$ cat src/design/hlf_pkg.sv
package hlf_pkg;

    localparam int CELLS_DEFAULT = 16;

    localparam int WEIGHT_W = 16;
    localparam int QUO_W    = 17;
    localparam int CFG_IDX_W = 3;

    // register indexes of the configuration port
    localparam logic [CFG_IDX_W-1:0] REG_WORLD_COLOURS = 3'd0;
    localparam logic [CFG_IDX_W-1:0] REG_HIT_WEIGHT    = 3'd1;
    localparam logic [CFG_IDX_W-1:0] REG_MISS_WEIGHT   = 3'd2;
    localparam logic [CFG_IDX_W-1:0] REG_EXACT_WEIGHT  = 3'd3;
    localparam logic [CFG_IDX_W-1:0] REG_OVER_WEIGHT   = 3'd4;
    localparam logic [CFG_IDX_W-1:0] REG_UNDER_WEIGHT  = 3'd5;

    localparam logic [WEIGHT_W-1:0] WORLD_COLOURS_RST = 16'd6;
    localparam logic [WEIGHT_W-1:0] HIT_WEIGHT_RST    = 16'd39322;
    localparam logic [WEIGHT_W-1:0] MISS_WEIGHT_RST   = 16'd13107;
    localparam logic [WEIGHT_W-1:0] EXACT_WEIGHT_RST  = 16'd52429;
    localparam logic [WEIGHT_W-1:0] OVER_WEIGHT_RST   = 16'd6554;
    localparam logic [WEIGHT_W-1:0] UNDER_WEIGHT_RST  = 16'd6554;

    localparam logic OP_SENSE = 1'b0;
    localparam logic OP_MOVE  = 1'b1;

    // convolution taps, in the order they are visited
    localparam logic [1:0] TAP_OVER  = 2'd0;
    localparam logic [1:0] TAP_EXACT = 2'd1;
    localparam logic [1:0] TAP_UNDER = 2'd2;

    typedef enum logic [3:0] {
        S_IDLE,
        S_SUM_RD,
        S_SUM_MUL,
        S_SUM_ACC,
        S_DIV_RD,
        S_DIV_MUL,
        S_DIV_START,
        S_DIV_RUN,
        S_MV_RD,
        S_MV_MUL,
        S_MV_ACC,
        S_MV_WR,
        S_OUT_RD,
        S_OUT_LD,
        S_OUT_WAIT
    } state_t;

endpackage

$ cat src/design/hlf_divider.sv
module hlf_divider #(
    parameter int SUM_W = 36
) (
    input  logic                          aclk,
    input  logic                          aresetn,
    input  logic                          start,
    input  logic [SUM_W+hlf_pkg::QUO_W-1:0] dividend,
    input  logic [SUM_W-1:0]              divisor,
    output logic                          done,
    output logic [hlf_pkg::QUO_W-1:0]     quotient
);

    localparam int QW = hlf_pkg::QUO_W;
    localparam int CNT_W = $clog2(QW);

    logic             busy_reg;
    logic             done_reg;
    logic [CNT_W-1:0] cnt_reg;
    logic [SUM_W-1:0] rem_reg;
    logic [SUM_W-1:0] div_reg;
    logic [QW-1:0]    low_reg;
    logic [QW-1:0]    quo_reg;

    logic [SUM_W:0]   trial;
    logic [SUM_W:0]   diff;
    logic             fits;
    logic             cnt_last;

    // restoring division, one quotient bit per cycle
    always_comb begin
        trial    = {rem_reg, low_reg[QW-1]};
        diff     = trial - {1'b0, div_reg};
        fits     = trial >= {1'b0, div_reg};
        cnt_last = cnt_reg == CNT_W'(QW - 1);
    end

    always_ff @(posedge aclk) begin
        if (!aresetn) begin
            busy_reg <= 1'b0;
            done_reg <= 1'b0;
        end else begin
            done_reg <= 1'b0;
            if (start) begin
                busy_reg <= 1'b1;
            end else if (busy_reg && cnt_last) begin
                busy_reg <= 1'b0;
                done_reg <= 1'b1;
            end
        end
    end

    always_ff @(posedge aclk) begin
        if (start) begin
            // the top bits are already below the divisor
            rem_reg <= dividend[SUM_W+QW-1:QW];
            low_reg <= dividend[QW-1:0];
            div_reg <= divisor;
            quo_reg <= '0;
            cnt_reg <= '0;
        end else if (busy_reg) begin
            rem_reg <= fits ? diff[SUM_W-1:0] : trial[SUM_W-1:0];
            low_reg <= {low_reg[QW-2:0], 1'b0};
            quo_reg <= {quo_reg[QW-2:0], fits};
            cnt_reg <= cnt_reg + CNT_W'(1);
        end
    end

    assign done     = done_reg;
    assign quotient = quo_reg;

    a_start_idle: assert property (@(posedge aclk) disable iff (!aresetn)
        start |-> !busy_reg)
        else $error("divider started while busy");

    a_finish: assert property (@(posedge aclk) disable iff (!aresetn)
        busy_reg && cnt_last && !start |=> done_reg && !busy_reg)
        else $error("divider did not finish after the last bit");

    a_rem_bound: assert property (@(posedge aclk) disable iff (!aresetn)
        busy_reg |-> rem_reg < div_reg)
        else $error("partial remainder not below divisor");

endmodule

$ cat src/design/histogram_localization_filter.sv
// sense request: a sum pass (read, multiply, accumulate per cell), a normalize pass on
// the bit-serial divider, then an output pass (read, load, wait for m_tready per cell)
// move request: 3 taps/cell through one shared 16x16 multiplier, then the output pass
// sense with zero sum: no normalize pass; one request at a time, s_tready low meanwhile
// reset: synchronous active-low aresetn; registers return to their defaults and the
// belief reads as uniform (65536 / CELLS) through per-cell valid bits, no clearing pass
module histogram_localization_filter #(
    parameter int CELLS = hlf_pkg::CELLS_DEFAULT
) (
    input  logic                            aclk,
    input  logic                            aresetn,
    input  logic                            cfg_we,
    input  logic [hlf_pkg::CFG_IDX_W-1:0]   cfg_index,
    input  logic [hlf_pkg::WEIGHT_W-1:0]    cfg_wdata,
    input  logic                            s_tvalid,
    output logic                            s_tready,
    input  logic [7:0]                      s_tdata,   // seen_colour, shift[3:0], pad
    input  logic                            s_tuser,   // op
    output logic                            m_tvalid,
    input  logic                            m_tready,
    output logic [23:0]                     m_tdata,   // cell_index[3:0], probability[15:0], pad
    output logic                            m_tuser,   // zero_sum
    output logic                            m_tlast
);

    localparam int IW        = $clog2(CELLS);
    localparam int TW        = IW + 2;
    localparam int SUM_W     = 32 + IW;
    localparam int ACC_W     = SUM_W + 2;
    localparam int DIV_W     = SUM_W + hlf_pkg::QUO_W;
    localparam int MEM_DEPTH = 1 << (IW + 1);
    localparam logic [15:0] BeliefInit = 16'(65536 / CELLS);

    hlf_pkg::state_t state_reg, state_next;

    logic [15:0] colours_reg, hit_reg, miss_reg, exact_reg, over_reg, under_reg;

    logic          seen_reg, seen_next;
    logic [IW-1:0] u_reg, u_next;
    logic [IW-1:0] idx_reg, idx_next;
    logic [1:0]    tap_reg, tap_next;
    logic          bank_reg, bank_next;
    logic [CELLS-1:0] valid_reg, valid_next;
    logic [ACC_W-1:0] acc_reg, acc_next;
    logic [31:0]   prod_reg, prod_next;
    logic          zero_reg, zero_next;
    logic [3:0]    out_idx_reg, out_idx_next;
    logic [15:0]   out_prob_reg, out_prob_next;
    logic          out_zero_reg, out_zero_next;
    logic          out_last_reg, out_last_next;

    logic [15:0]   belief_mem [MEM_DEPTH];
    logic [15:0]   rd_data_reg;
    logic          rd_valid_reg;
    logic [IW-1:0] rd_addr;
    logic          mem_we;
    logic [IW:0]   mem_waddr;
    logic [15:0]   mem_wdata;

    logic          idx_last;
    logic [15:0]   b_val;
    logic [15:0]   mul_w;
    logic [31:0]   mul_out;
    logic [63:0]   wc_ext;
    logic          cell_red;
    logic [ACC_W-1:0] sum_new;
    logic [ACC_W-1:0] rnd;
    logic [15:0]   move_val;
    logic [IW-1:0] u_in;
    logic [6:0]    u_work;
    logic [TW-1:0] tap_x;
    logic [TW-1:0] tap_y;
    logic [IW-1:0] tap_addr;

    logic          div_start;
    logic          div_done;
    logic [DIV_W-1:0] div_dividend;
    logic [hlf_pkg::QUO_W-1:0] div_quo;
    logic [15:0]   div_val;

    // configuration registers
    always_ff @(posedge aclk) begin
        if (!aresetn) begin
            colours_reg <= hlf_pkg::WORLD_COLOURS_RST;
            hit_reg     <= hlf_pkg::HIT_WEIGHT_RST;
            miss_reg    <= hlf_pkg::MISS_WEIGHT_RST;
            exact_reg   <= hlf_pkg::EXACT_WEIGHT_RST;
            over_reg    <= hlf_pkg::OVER_WEIGHT_RST;
            under_reg   <= hlf_pkg::UNDER_WEIGHT_RST;
        end else if (cfg_we) begin
            case (cfg_index)
                hlf_pkg::REG_WORLD_COLOURS: colours_reg <= cfg_wdata;
                hlf_pkg::REG_HIT_WEIGHT:    hit_reg     <= cfg_wdata;
                hlf_pkg::REG_MISS_WEIGHT:   miss_reg    <= cfg_wdata;
                hlf_pkg::REG_EXACT_WEIGHT:  exact_reg   <= cfg_wdata;
                hlf_pkg::REG_OVER_WEIGHT:   over_reg    <= cfg_wdata;
                hlf_pkg::REG_UNDER_WEIGHT:  under_reg   <= cfg_wdata;
                default: ;
            endcase
        end
    end

    // shared arithmetic and address helpers
    always_comb begin
        idx_last = idx_reg == IW'(CELLS - 1);
        b_val    = rd_valid_reg ? rd_data_reg : BeliefInit;

        // cells beyond the colour register are green
        wc_ext   = 64'(colours_reg);
        cell_red = wc_ext[6'(idx_reg)];

        if (state_reg == hlf_pkg::S_MV_MUL) begin
            case (tap_reg)
                hlf_pkg::TAP_OVER:  mul_w = over_reg;
                hlf_pkg::TAP_EXACT: mul_w = exact_reg;
                hlf_pkg::TAP_UNDER: mul_w = under_reg;
                default:            mul_w = exact_reg;
            endcase
        end else begin
            mul_w = (cell_red == seen_reg) ? hit_reg : miss_reg;
        end
        mul_out = {16'h0000, b_val} * {16'h0000, mul_w};

        sum_new = acc_reg + ACC_W'(prod_reg);

        rnd = acc_reg + ACC_W'(32768);
        move_val = (|rnd[ACC_W-1:32]) ? 16'hFFFF : rnd[31:16];

        div_dividend = DIV_W'({prod_reg, 16'h0000}) + DIV_W'(acc_reg[SUM_W-1:1]);
        div_val = div_quo[hlf_pkg::QUO_W-1] ? 16'hFFFF : div_quo[15:0];

        // shift taken modulo the world size
        u_work = 7'(s_tdata[4:1]);
        for (int k = 0; k < 8; k++) begin
            if (u_work >= 7'(CELLS)) begin
                u_work = u_work - 7'(CELLS);
            end
        end
        u_in = IW'(u_work);

        // source cell of a tap: i - u - 1 + tap, kept in [CELLS, 3*CELLS] then folded
        tap_x = TW'(idx_reg) + TW'(2 * CELLS - 1) - TW'(u_reg) + TW'(tap_reg);
        tap_y = tap_x - TW'(CELLS);
        if (tap_y >= TW'(CELLS)) begin
            tap_y = tap_y - TW'(CELLS);
        end
        if (tap_y >= TW'(CELLS)) begin
            tap_y = tap_y - TW'(CELLS);
        end
        tap_addr = tap_y[IW-1:0];
    end

    // next state
    always_comb begin
        state_next = state_reg;
        case (state_reg)
            hlf_pkg::S_IDLE: begin
                if (s_tvalid) begin
                    state_next = (s_tuser == hlf_pkg::OP_MOVE) ? hlf_pkg::S_MV_RD
                                                               : hlf_pkg::S_SUM_RD;
                end
            end
            hlf_pkg::S_SUM_RD:  state_next = hlf_pkg::S_SUM_MUL;
            hlf_pkg::S_SUM_MUL: state_next = hlf_pkg::S_SUM_ACC;
            hlf_pkg::S_SUM_ACC: begin
                if (!idx_last) begin
                    state_next = hlf_pkg::S_SUM_RD;
                end else if (sum_new == '0) begin
                    state_next = hlf_pkg::S_OUT_RD;
                end else begin
                    state_next = hlf_pkg::S_DIV_RD;
                end
            end
            hlf_pkg::S_DIV_RD:    state_next = hlf_pkg::S_DIV_MUL;
            hlf_pkg::S_DIV_MUL:   state_next = hlf_pkg::S_DIV_START;
            hlf_pkg::S_DIV_START: state_next = hlf_pkg::S_DIV_RUN;
            hlf_pkg::S_DIV_RUN: begin
                if (div_done) begin
                    state_next = idx_last ? hlf_pkg::S_OUT_RD : hlf_pkg::S_DIV_RD;
                end
            end
            hlf_pkg::S_MV_RD:  state_next = hlf_pkg::S_MV_MUL;
            hlf_pkg::S_MV_MUL: state_next = hlf_pkg::S_MV_ACC;
            hlf_pkg::S_MV_ACC: begin
                state_next = (tap_reg == hlf_pkg::TAP_UNDER) ? hlf_pkg::S_MV_WR
                                                             : hlf_pkg::S_MV_RD;
            end
            hlf_pkg::S_MV_WR: begin
                state_next = idx_last ? hlf_pkg::S_OUT_RD : hlf_pkg::S_MV_RD;
            end
            hlf_pkg::S_OUT_RD: state_next = hlf_pkg::S_OUT_LD;
            hlf_pkg::S_OUT_LD: state_next = hlf_pkg::S_OUT_WAIT;
            hlf_pkg::S_OUT_WAIT: begin
                if (m_tready) begin
                    state_next = idx_last ? hlf_pkg::S_IDLE : hlf_pkg::S_OUT_RD;
                end
            end
            default: state_next = hlf_pkg::S_IDLE;
        endcase
    end

    // handshake and read address
    always_comb begin
        s_tready = state_reg == hlf_pkg::S_IDLE;
        m_tvalid = state_reg == hlf_pkg::S_OUT_WAIT;
        rd_addr  = (state_reg == hlf_pkg::S_MV_RD) ? tap_addr : idx_reg;
    end

    // datapath
    always_comb begin
        seen_next     = seen_reg;
        u_next        = u_reg;
        idx_next      = idx_reg;
        tap_next      = tap_reg;
        bank_next     = bank_reg;
        valid_next    = valid_reg;
        acc_next      = acc_reg;
        prod_next     = prod_reg;
        zero_next     = zero_reg;
        out_idx_next  = out_idx_reg;
        out_prob_next = out_prob_reg;
        out_zero_next = out_zero_reg;
        out_last_next = out_last_reg;
        mem_we        = 1'b0;
        mem_waddr     = {bank_reg, idx_reg};
        mem_wdata     = div_val;
        div_start     = 1'b0;

        case (state_reg)
            hlf_pkg::S_IDLE: begin
                if (s_tvalid) begin
                    seen_next = s_tdata[0];
                    u_next    = u_in;
                    idx_next  = '0;
                    tap_next  = hlf_pkg::TAP_OVER;
                    acc_next  = '0;
                    zero_next = 1'b0;
                end
            end
            hlf_pkg::S_SUM_MUL, hlf_pkg::S_DIV_MUL, hlf_pkg::S_MV_MUL: begin
                prod_next = mul_out;
            end
            hlf_pkg::S_SUM_ACC: begin
                acc_next = sum_new;
                if (idx_last) begin
                    zero_next = sum_new == '0;
                    idx_next  = '0;
                end else begin
                    idx_next = idx_reg + IW'(1);
                end
            end
            hlf_pkg::S_DIV_START: begin
                div_start = 1'b1;
            end
            hlf_pkg::S_DIV_RUN: begin
                if (div_done) begin
                    mem_we              = 1'b1;
                    valid_next[idx_reg] = 1'b1;
                    idx_next = idx_last ? '0 : idx_reg + IW'(1);
                end
            end
            hlf_pkg::S_MV_ACC: begin
                acc_next = sum_new;
                tap_next = (tap_reg == hlf_pkg::TAP_UNDER) ? hlf_pkg::TAP_OVER
                                                           : tap_reg + 2'd1;
            end
            hlf_pkg::S_MV_WR: begin
                // new belief goes to the other bank, old one stays readable
                mem_we    = 1'b1;
                mem_waddr = {~bank_reg, idx_reg};
                mem_wdata = move_val;
                acc_next  = '0;
                if (idx_last) begin
                    bank_next  = ~bank_reg;
                    valid_next = '1;
                    idx_next   = '0;
                end else begin
                    idx_next = idx_reg + IW'(1);
                end
            end
            hlf_pkg::S_OUT_LD: begin
                out_idx_next  = 4'(idx_reg);
                out_prob_next = b_val;
                out_zero_next = zero_reg;
                out_last_next = idx_last;
            end
            hlf_pkg::S_OUT_WAIT: begin
                if (m_tready) begin
                    idx_next = idx_last ? '0 : idx_reg + IW'(1);
                end
            end
            default: ;
        endcase
    end

    always_ff @(posedge aclk) begin
        if (!aresetn) begin
            state_reg <= hlf_pkg::S_IDLE;
            bank_reg  <= 1'b0;
            valid_reg <= '0;
            idx_reg   <= '0;
            tap_reg   <= hlf_pkg::TAP_OVER;
        end else begin
            state_reg <= state_next;
            bank_reg  <= bank_next;
            valid_reg <= valid_next;
            idx_reg   <= idx_next;
            tap_reg   <= tap_next;
        end
    end

    always_ff @(posedge aclk) begin
        seen_reg     <= seen_next;
        u_reg        <= u_next;
        acc_reg      <= acc_next;
        prod_reg     <= prod_next;
        zero_reg     <= zero_next;
        out_idx_reg  <= out_idx_next;
        out_prob_reg <= out_prob_next;
        out_zero_reg <= out_zero_next;
        out_last_reg <= out_last_next;
    end

    // belief store, two banks selected by bank_reg
    always_ff @(posedge aclk) begin
        if (mem_we) begin
            belief_mem[mem_waddr] <= mem_wdata;
        end
        rd_data_reg  <= belief_mem[{bank_reg, rd_addr}];
        rd_valid_reg <= valid_reg[rd_addr];
    end

    hlf_divider #(
        .SUM_W(SUM_W)
    ) u_div (
        .aclk    (aclk),
        .aresetn (aresetn),
        .start   (div_start),
        .dividend(div_dividend),
        .divisor (acc_reg[SUM_W-1:0]),
        .done    (div_done),
        .quotient(div_quo)
    );

    assign m_tdata = {4'h0, out_prob_reg, out_idx_reg};
    assign m_tuser = out_zero_reg;
    assign m_tlast = out_last_reg;

    a_one_side: assert property (@(posedge aclk) disable iff (!aresetn)
        !(s_tready && m_tvalid))
        else $error("input taken while a result is pending");

    a_last_cell: assert property (@(posedge aclk) disable iff (!aresetn)
        m_tvalid && m_tlast |-> m_tdata[3:0] == 4'(CELLS - 1))
        else $error("tlast on a cell other than the final one");

    a_move_valid: assert property (@(posedge aclk) disable iff (!aresetn)
        state_reg == hlf_pkg::S_MV_WR && idx_last |=> &valid_reg)
        else $error("belief not fully valid after a move");

    a_div_owner: assert property (@(posedge aclk) disable iff (!aresetn)
        div_done |-> state_reg == hlf_pkg::S_DIV_RUN)
        else $error("divider result outside the normalize step");

endmodule
$ cat config.mk
export PLATFORM = sky130hd
export DESIGN_NAME = histogram_localization_filter
export DESIGN_NICKNAME = d
export VERILOG_FILES = /design/src/design/hlf_pkg.sv /design/src/design/hlf_divider.sv /design/src/design/histogram_localization_filter.sv
export SDC_FILE = /design/constraint.sdc
export NUM_CORES = 2
export LEC_CHECK = 0
export BUFFER_PORTS_ARGS = -buffer_cell sky130_fd_sc_hd__buf_4
export CAP_MARGIN = 0
export CORE_MARGIN = 4
export CORE_UTILIZATION = 50
export DETAILED_ROUTE_END_ITERATION = 6
export GPL_TIMING_DRIVEN = 0
export PLACE_DENSITY = 0.66
export REMOVE_ABC_BUFFERS = 1
export SYNTH_ARGS = -nofsm -noshare
export SYNTH_HDL_FRONTEND = slang
export SYNTH_SLANG_ARGS = --single-unit
$ cat constraint.sdc
create_clock -name aclk -period 9.6 [get_ports aclk]
set_clock_uncertainty 0.15 [all_clocks]
set_input_delay 1.92 -clock aclk [delete_from_list [all_inputs] [get_ports aclk]]
set_output_delay 1.92 -clock aclk [all_outputs]
set_load 0.02 [all_outputs]
* Word-level counts from Yosys, hierarchy flattened
Memories as Yosys holds them, arrays and structs flattened. A register that Yosys moved wholly into a read port is not among the register bits.
Index checks and enable logic that the tools add are counted.
** Word-level totals
- Logic and storage cells :: 170
- Bits in registers :: 335
- Bits in writable memories :: 512
- Memories :: 1
** Memories
- belief_mem :: depth 32, width 16, rd ports 1, clocked after memory_dff 1, write ports 1, RTL line histogram_localization_filter.sv:52 : logic [15:0] belief_mem [MEM_DEPTH];
** Cells by class
- $lt $le $gt $ge :: 7
- $mul :: 1
- Add/subtract/negate cells :: 13
- Bitwise logic cells :: 3
- Muxes and demuxes :: 57
- Equal/unequal tests :: 28
- Reduce and logical (&&, ||, !) cells :: 32
** Operator list (number)
- 16-bit two-way mux :: 8
- 38-bit case mux with 3 select lines :: 1
- 36-bit two-way mux :: 3
- 16-bit case mux with 2 select lines :: 2
- 4-bit case mux with 15 select lines :: 1
- 4-bit two-way mux :: 14
- 48-bit by 35-bit adder with 49-bit output :: 1
- 38-bit by 16-bit adder with 38-bit output (second input constant) :: 1
- 38-bit by 32-bit adder with 38-bit output :: 1
- 38-bit zero test :: 1
- 38-bit two-way mux :: 1
- 37-bit by 36-bit >= comparator with 1-bit output :: 1
- 36-bit subtractor :: 1
- 17-bit two-way mux :: 2
- 4-bit == test (second input constant) :: 8
- 16-bit by 16-bit multiplier with 32-bit output :: 1
- 2-bit AND reduction :: 10
- 4-bit by 3-bit == test with 1-bit output (second input constant) :: 4
- 16-bit OR :: 1
- 4-bit case mux with 4 select lines :: 1
- 6-bit by 5-bit >= comparator with 1-bit output (second input constant) :: 2
- 1-bit two-way mux :: 12
- 6-bit by 5-bit subtractor with 6-bit output (second input constant) :: 2
- 4-bit by 5-bit less-than comparator with 1-bit output (second input constant) :: 2
- other kinds (40) :: 60

* Logic depth before layout (Yosys ltp)
- Word-level depth :: 11
- Gate-level depth with buffers :: 32
- Mapped depth without buffers :: 31

* Cells and area by module
From an unflattened synthesis, not the netlist that was laid out.
** Second synthesis, totals
- Cells, all modules :: 4467
- Area total of the unflattened synthesis :: 48967.0 um^2
** By module, submodules not included
- histogram_localization_filter :: area an instance 42265.5 um^2, instances 1, cells each 3833
- hlf_divider :: area an instance 6701.4 um^2, instances 1, cells each 634

* Worst setup path before layout
No wires, ideal clock.
- Kind :: register to register
- Start point :: reg idx_reg[0]
- End point :: reg prod_reg[30] (data pin)
- Arrival :: 8.254 ns
- Data required time :: 9.185 ns
- Cell stages (with the launch flop) :: 31
- Setup time :: 0.265 ns
- Clock period less this slack :: 8.669 ns
- Slack :: 0.931 ns
- Cells stage by stage :: dfxtp_1 buf_2 mux4_2 mux4_2 xnor2_4 mux2i_1 nor2_1 a21oi_1 clkbuf_1 nor2_1 fa_1 inv_1 fa_1 fa_1 fa_1 inv_1 fa_1 inv_1 fa_1 inv_1 ha_1 a21o_1 a21o_1 a21o_1 a2111oi_0 or3_1 o21a_1 o41ai_1 o41ai_1 o21ai_0 xor2_1
** Between the ends
- Longest elaborated chain between the ends :: 6
** RTL lines
- start, declared :: RTL line histogram_localization_filter.sv:40 : logic [IW-1:0] idx_reg, idx_next;
- start signal, assigned :: RTL line histogram_localization_filter.sv:307 : idx_reg <= idx_next;
- 1-bit binary-select mux with 4-bit select :: RTL line histogram_localization_filter.sv:110 : cell_red = wc_ext[6'(idx_reg)];
- 1-bit two-way mux (implied by the code) :: RTL line histogram_localization_filter.sv:110
- 1-bit == test :: RTL line histogram_localization_filter.sv:120 : mul_w = (cell_red == seen_reg) ? hit_reg : miss_reg;
- 16-bit two-way mux :: RTL line histogram_localization_filter.sv:120
- 16-bit two-way mux :: RTL line histogram_localization_filter.sv:112 : if (state_reg == hlf_pkg::S_MV_MUL) begin
- 16-bit by 16-bit multiplier with 32-bit output :: RTL line histogram_localization_filter.sv:122 : mul_out = {16'h0000, b_val} * {16'h0000, mul_w};
- via mul_out[30] :: RTL line histogram_localization_filter.sv:63 : logic [31:0] mul_out;
- end signal, assigned :: RTL line histogram_localization_filter.sv:316 : prod_reg <= prod_next;
- end, declared :: RTL line histogram_localization_filter.sv:45 : logic [31:0] prod_reg, prod_next;
The timed path passes the listed nets, and every way through them passes these cells. The select of a mux whose other input is x is not followed.
A chain may end at the register's enable or synchronous reset.

* Worst setup path in the final report
Same ends and word-level chain as after synthesis.

==> out/summary.json <==
{
  "status": {"value": "finished, violations left"},
  "failing_checks": {"value": "design-rule violations"},
  "yosys-top-cells-area": {"value": "sky130_fd_sc_hd__edfxtp_1, sky130_fd_sc_hd__fa_1, sky130_fd_sc_hd__dfxtp_1, sky130_fd_sc_hd__ha_1, sky130_fd_sc_hd__nand2_1"},
  "synth.avg_cell_area": {"value": 11.3, "unit": "um2"},
  "dp_hpwl": {"value": 80600, "unit": "um"},
  "dr.first_iter.drc_count": {"value": 2525},
  "postRouteWirelength": {"value": 115000, "unit": "um"},
  "chipHeight": {"value": 319, "unit": "um"},
  "grt_pass1_wl": {"value": 179000, "unit": "um"},
  "synth.distinct_cells": {"value": 96},
  "floorplan.die_area": {"value": 102000, "unit": "um2"},
  "top_count_cell_post_synth": {"value": "sky130_fd_sc_hd__edfxtp_1"},
  "synth_top_cells_by_count": {"value": "sky130_fd_sc_hd__edfxtp_1, sky130_fd_sc_hd__nand2_1, sky130_fd_sc_hd__nor2_1"},
  "arrival": {"value": 9.42, "unit": "ns"},
  "layout_setup_ws": {"value": 0.417, "unit": "ns"},
  "final_layout_size_suffix_gt1_share": {"value": 10.4, "unit": "%"},
  "vias": {"value": 32000},
  "synth_ff_type": {"value": "sky130_fd_sc_hd__edfxtp_1"},
  "yosysSeqAreaShare": {"value": 50.2, "unit": "%"},
  "criticalPathCategory": {"value": "flip-flop to flip-flop"},
  "cts_num_sinks": {"value": 863},
  "synth-async-reset-ratio": {"value": 0, "unit": "%"},
  "timing.hold.worst.start": {"value": "valid_reg[6]"},
  "routedWlPerCell": {"value": 20.3, "unit": "um"},
  "clock_path_buffers": {"value": 3},
  "number_of_port_buffers": {"value": 53},
  "rr_startpoint": {"value": "idx_reg[0]"},
  "ios": {"value": 61},
  "hold_end": {"value": "valid_reg[6]"},
  "register_area": {"value": 24300, "unit": "um2"},
  "reg2reg_path_depth": {"value": 29},
  "timing.critical_path.fanout_max": {"value": 16},
  "grt_antenna_before_repair": {"value": 1},
  "place_worst_setup_slack": {"value": -0.957, "unit": "ns"},
  "cts_tree": {"value": "yes"},
  "timing.critical_path.from": {"value": "idx_reg[0]"},
  "cp_slowest_stage_delay": {"value": 0.57, "unit": "ns"},
  "syn_inst": {"value": 4277},
  "share_of_the_cycle_needed_by_the_critical_path_after_routing": {"value": 95.7, "unit": "%"},
  "synthesis.area": {"value": 48300, "unit": "um2"},
  "gr-usage-all-layers": {"value": 22.3, "unit": "%"},
  "grt_max_degree": {"value": 126},
  "hp-class": {"value": "flip-flop to flip-flop"},
  "crit-reg2reg-capture": {"value": "prod_reg[30]"},
  "fmaxAchievable": {"value": 109, "unit": "MHz"},
  "finalSetupTns": {"value": 0, "unit": "ns"},
  "tightestPinTransition": {"value": 1.31, "unit": "ns"},
  "setup.worst_path.end_class": {"value": "flip-flop"},
  "finalNonFillerCells": {"value": 5637},
  "rows": {"value": 113},
  "antenna_cells": {"value": 0},
  "nets": {"value": 4731},
  "final_antenna_net_count": {"value": 0},
  "numPlacedInstances": {"value": 5464},
  "cts-buffers-inserted": {"value": 88},
  "drt_first_pass_iters": {"value": 7},
  "final-hold-violation-count": {"value": 0},
  "n_fill_cell": {"value": 7786},
  "finalSetupViolations": {"value": 0},
  "ir_worst_vdd": {"value": 0.151, "unit": "mV"},
  "critical_path_required": {"value": 9.83, "unit": "ns"},
  "start_util": {"value": 50.6, "unit": "%"},
  "period_needed": {"value": 9.18, "unit": "ns"},
  "drt_drc_violations_left": {"value": 1},
  "area_growth_syn_to_layout": {"value": 12.6, "unit": "%"},
  "synthDominantCellAreaShare": {"value": 43.4, "unit": "%"},
  "finalMaxSlewViolations": {"value": 0},
  "path_common_cell": {"value": "sky130_fd_sc_hd__fa_1"},
  "cell_with_the_largest_stage_delay_on_the_worst_path": {"value": "sky130_fd_sc_hd__mux4_2"},
  "cts_root_buffer": {"value": "sky130_fd_sc_hd__clkbuf_16"},
  "post-synth-top-area-cell": {"value": "sky130_fd_sc_hd__edfxtp_1"},
  "whs_path_depth": {"value": 1},
  "die_width": {"value": 319, "unit": "um"},
  "final_design_area_no_fill": {"value": 54400, "unit": "um2"},
  "via_count_of_the_first_global_routing_pass": {"value": 31200},
  "ys_ff_latch": {"value": 863},
  "worstSkewPairLatency": {"value": 0.66, "unit": "ns"},
  "fp.coreArea": {"value": 95400, "unit": "um2"},
  "worst_path_dominant_cell_family": {"value": "adder cells"},
  "synth-edff-count": {"value": 699},
  "yosysWarnings": {"value": 0},
  "gp_routability_congestion": {"value": 0.871},
  "multi_input_combinational_cell_area": {"value": 22400, "unit": "um2"},
  "viasPerCell": {"value": 5.67},
  "worst-r2r-setup-slack": {"value": 0.42, "unit": "ns"},
  "rsz0062_at_grt": {"value": "false"},
  "residual_overflow_from_global_routing": {"value": 0},
  "max_slew_margin": {"value": 12.3, "unit": "%"},
  "clkSlewWorstSetupHoldPaths": {"value": 0.06, "unit": "ns"},
  "flip_flop_count_of_the_largest_register_all_copies_and_words_added": {"value": 512},
  "cts-htree-levels": {"value": 3},
  "start_kind": {"value": "flip-flop"},
  "static-leakage-power": {"value": 22.0, "unit": "nW"},
  "design_power_total": {"value": 8.89, "unit": "mW"},
  "cp.buffers_inverters": {"value": 5},
  "drv_cap": {"value": 0},
  "placed_area": {"value": 51200, "unit": "um2"},
  "power.density_cell_area": {"value": 163, "unit": "nW/um2"}
}
layout make-up:
cell class | count | area share, %
sequential | 863 | 44.6
multi-input combinational | 2881 | 41.2
clock buffer | 107 | 4.46
timing repair buffer | 138 | 3.49
tap | 1265 | 2.91
inverter | 326 | 2.25
clock inverter | 57 | 1.07
cell usage in the layout, fill, tap and decap left out, types with 26 or more instances in the layout:
cell / instances
sky130_fd_sc_hd__nor3_1: 36
sky130_fd_sc_hd__a21o_1: 58
sky130_fd_sc_hd__a21boi_0: 62
sky130_fd_sc_hd__nand2_1: 591
sky130_fd_sc_hd__o21ai_0: 72
sky130_fd_sc_hd__inv_1: 320
sky130_fd_sc_hd__nand3_1: 77
sky130_fd_sc_hd__xor2_1: 60
sky130_fd_sc_hd__xnor2_1: 78
sky130_fd_sc_hd__mux2i_1: 190
sky130_fd_sc_hd__a211oi_1: 151
sky130_fd_sc_hd__nor2b_1: 30
sky130_fd_sc_hd__o21a_1: 51
sky130_fd_sc_hd__nand2b_1: 49
sky130_fd_sc_hd__buf_8: 39
sky130_fd_sc_hd__a311oi_1: 37
sky130_fd_sc_hd__mux4_2: 38
sky130_fd_sc_hd__edfxtp_1: 699
sky130_fd_sc_hd__a21oi_1: 145
sky130_fd_sc_hd__and2_1: 96
sky130_fd_sc_hd__nor2_2: 33
sky130_fd_sc_hd__clkinv_2: 26
sky130_fd_sc_hd__dfxtp_1: 162
sky130_fd_sc_hd__ha_1: 200
sky130_fd_sc_hd__buf_4: 60
sky130_fd_sc_hd__and3_1: 27
sky130_fd_sc_hd__fa_1: 200
sky130_fd_sc_hd__nor2_1: 291
sky130_fd_sc_hd__clkbuf_16: 93
sky130_fd_sc_hd__a31oi_1: 45
metal layers:
layer,GRT usage (%),wire length (um),up-vias
met5,0,0,-
met4,8.21,3980,0
met3,3.30,6980,212
met2,35.7,52900,965
met1,31.1,50800,15600
li1,-,-,15200
logic make-up (layout without fill, tap and decap cells):
group / after synthesis / after routing / synth area share (%)
simple gates: 1330 / 1330 / 12.4
flops: 863 / 863 / 50.2
compound gates: 757 / 757 / 10.7
buf+inv: 536 / 628 / 4.35
fa+ha+maj: 400 / 400 / 13.5
mux: 249 / 249 / 6.19
xor+xnor: 141 / 141 / 2.61
other cells: 1 / 4 / 0.00776
worst max-delay path by stage:
stage | depth (start not counted) | to
finish | 29 | prod_reg[30]
global route | 28 | prod_reg[31]
CTS | 27 | prod_reg[31]
detailed placement | 28 | prod_reg[30]
global placement | 9 | rd_data_reg[13]
floorplan | 9 | rd_data_reg[0]
timing repair:
action                                  CTS  global route
endpoints found under the setup margin   13             6
gates resized for setup                   5             8
hold buffers                              0             0
setup buffers                             5             4
pin swaps                                 1             0
worst register-to-register path, delay by kind of cell, from the launching register on:
family,cells,cell delay [ns]
xor+xnor,2,0.44
compound gates,9,2.30
simple gates,3,0.42
buf+inv,5,0.37
fa+ha+maj,7,3.42
flops,1,0.53
mux,3,1.28
power breakdown:
| part | switching (mW) | internal [mW] |
|---|---|---|
| sequential | 0.0974 | 4.10 |
| combinational | 0.750 | 0.462 |
| clock | 1.48 | 2.01 |
| total | 2.32 | 6.57 |
stage by stage:
| stage | hold WS, ns | util [%] |
|---|---|---|
| floorplan | 0.250 | - |
| CTS | 0.310 | 56.9 |
| detailed placement | 0.266 | 53.7 |
| global placement | 0.286 | 51.8 |
| finish | 0.310 | 57.0 |
| global route | 0.313 | 57.0 |
No activity file was read; power rests on OpenSTA's default activity.
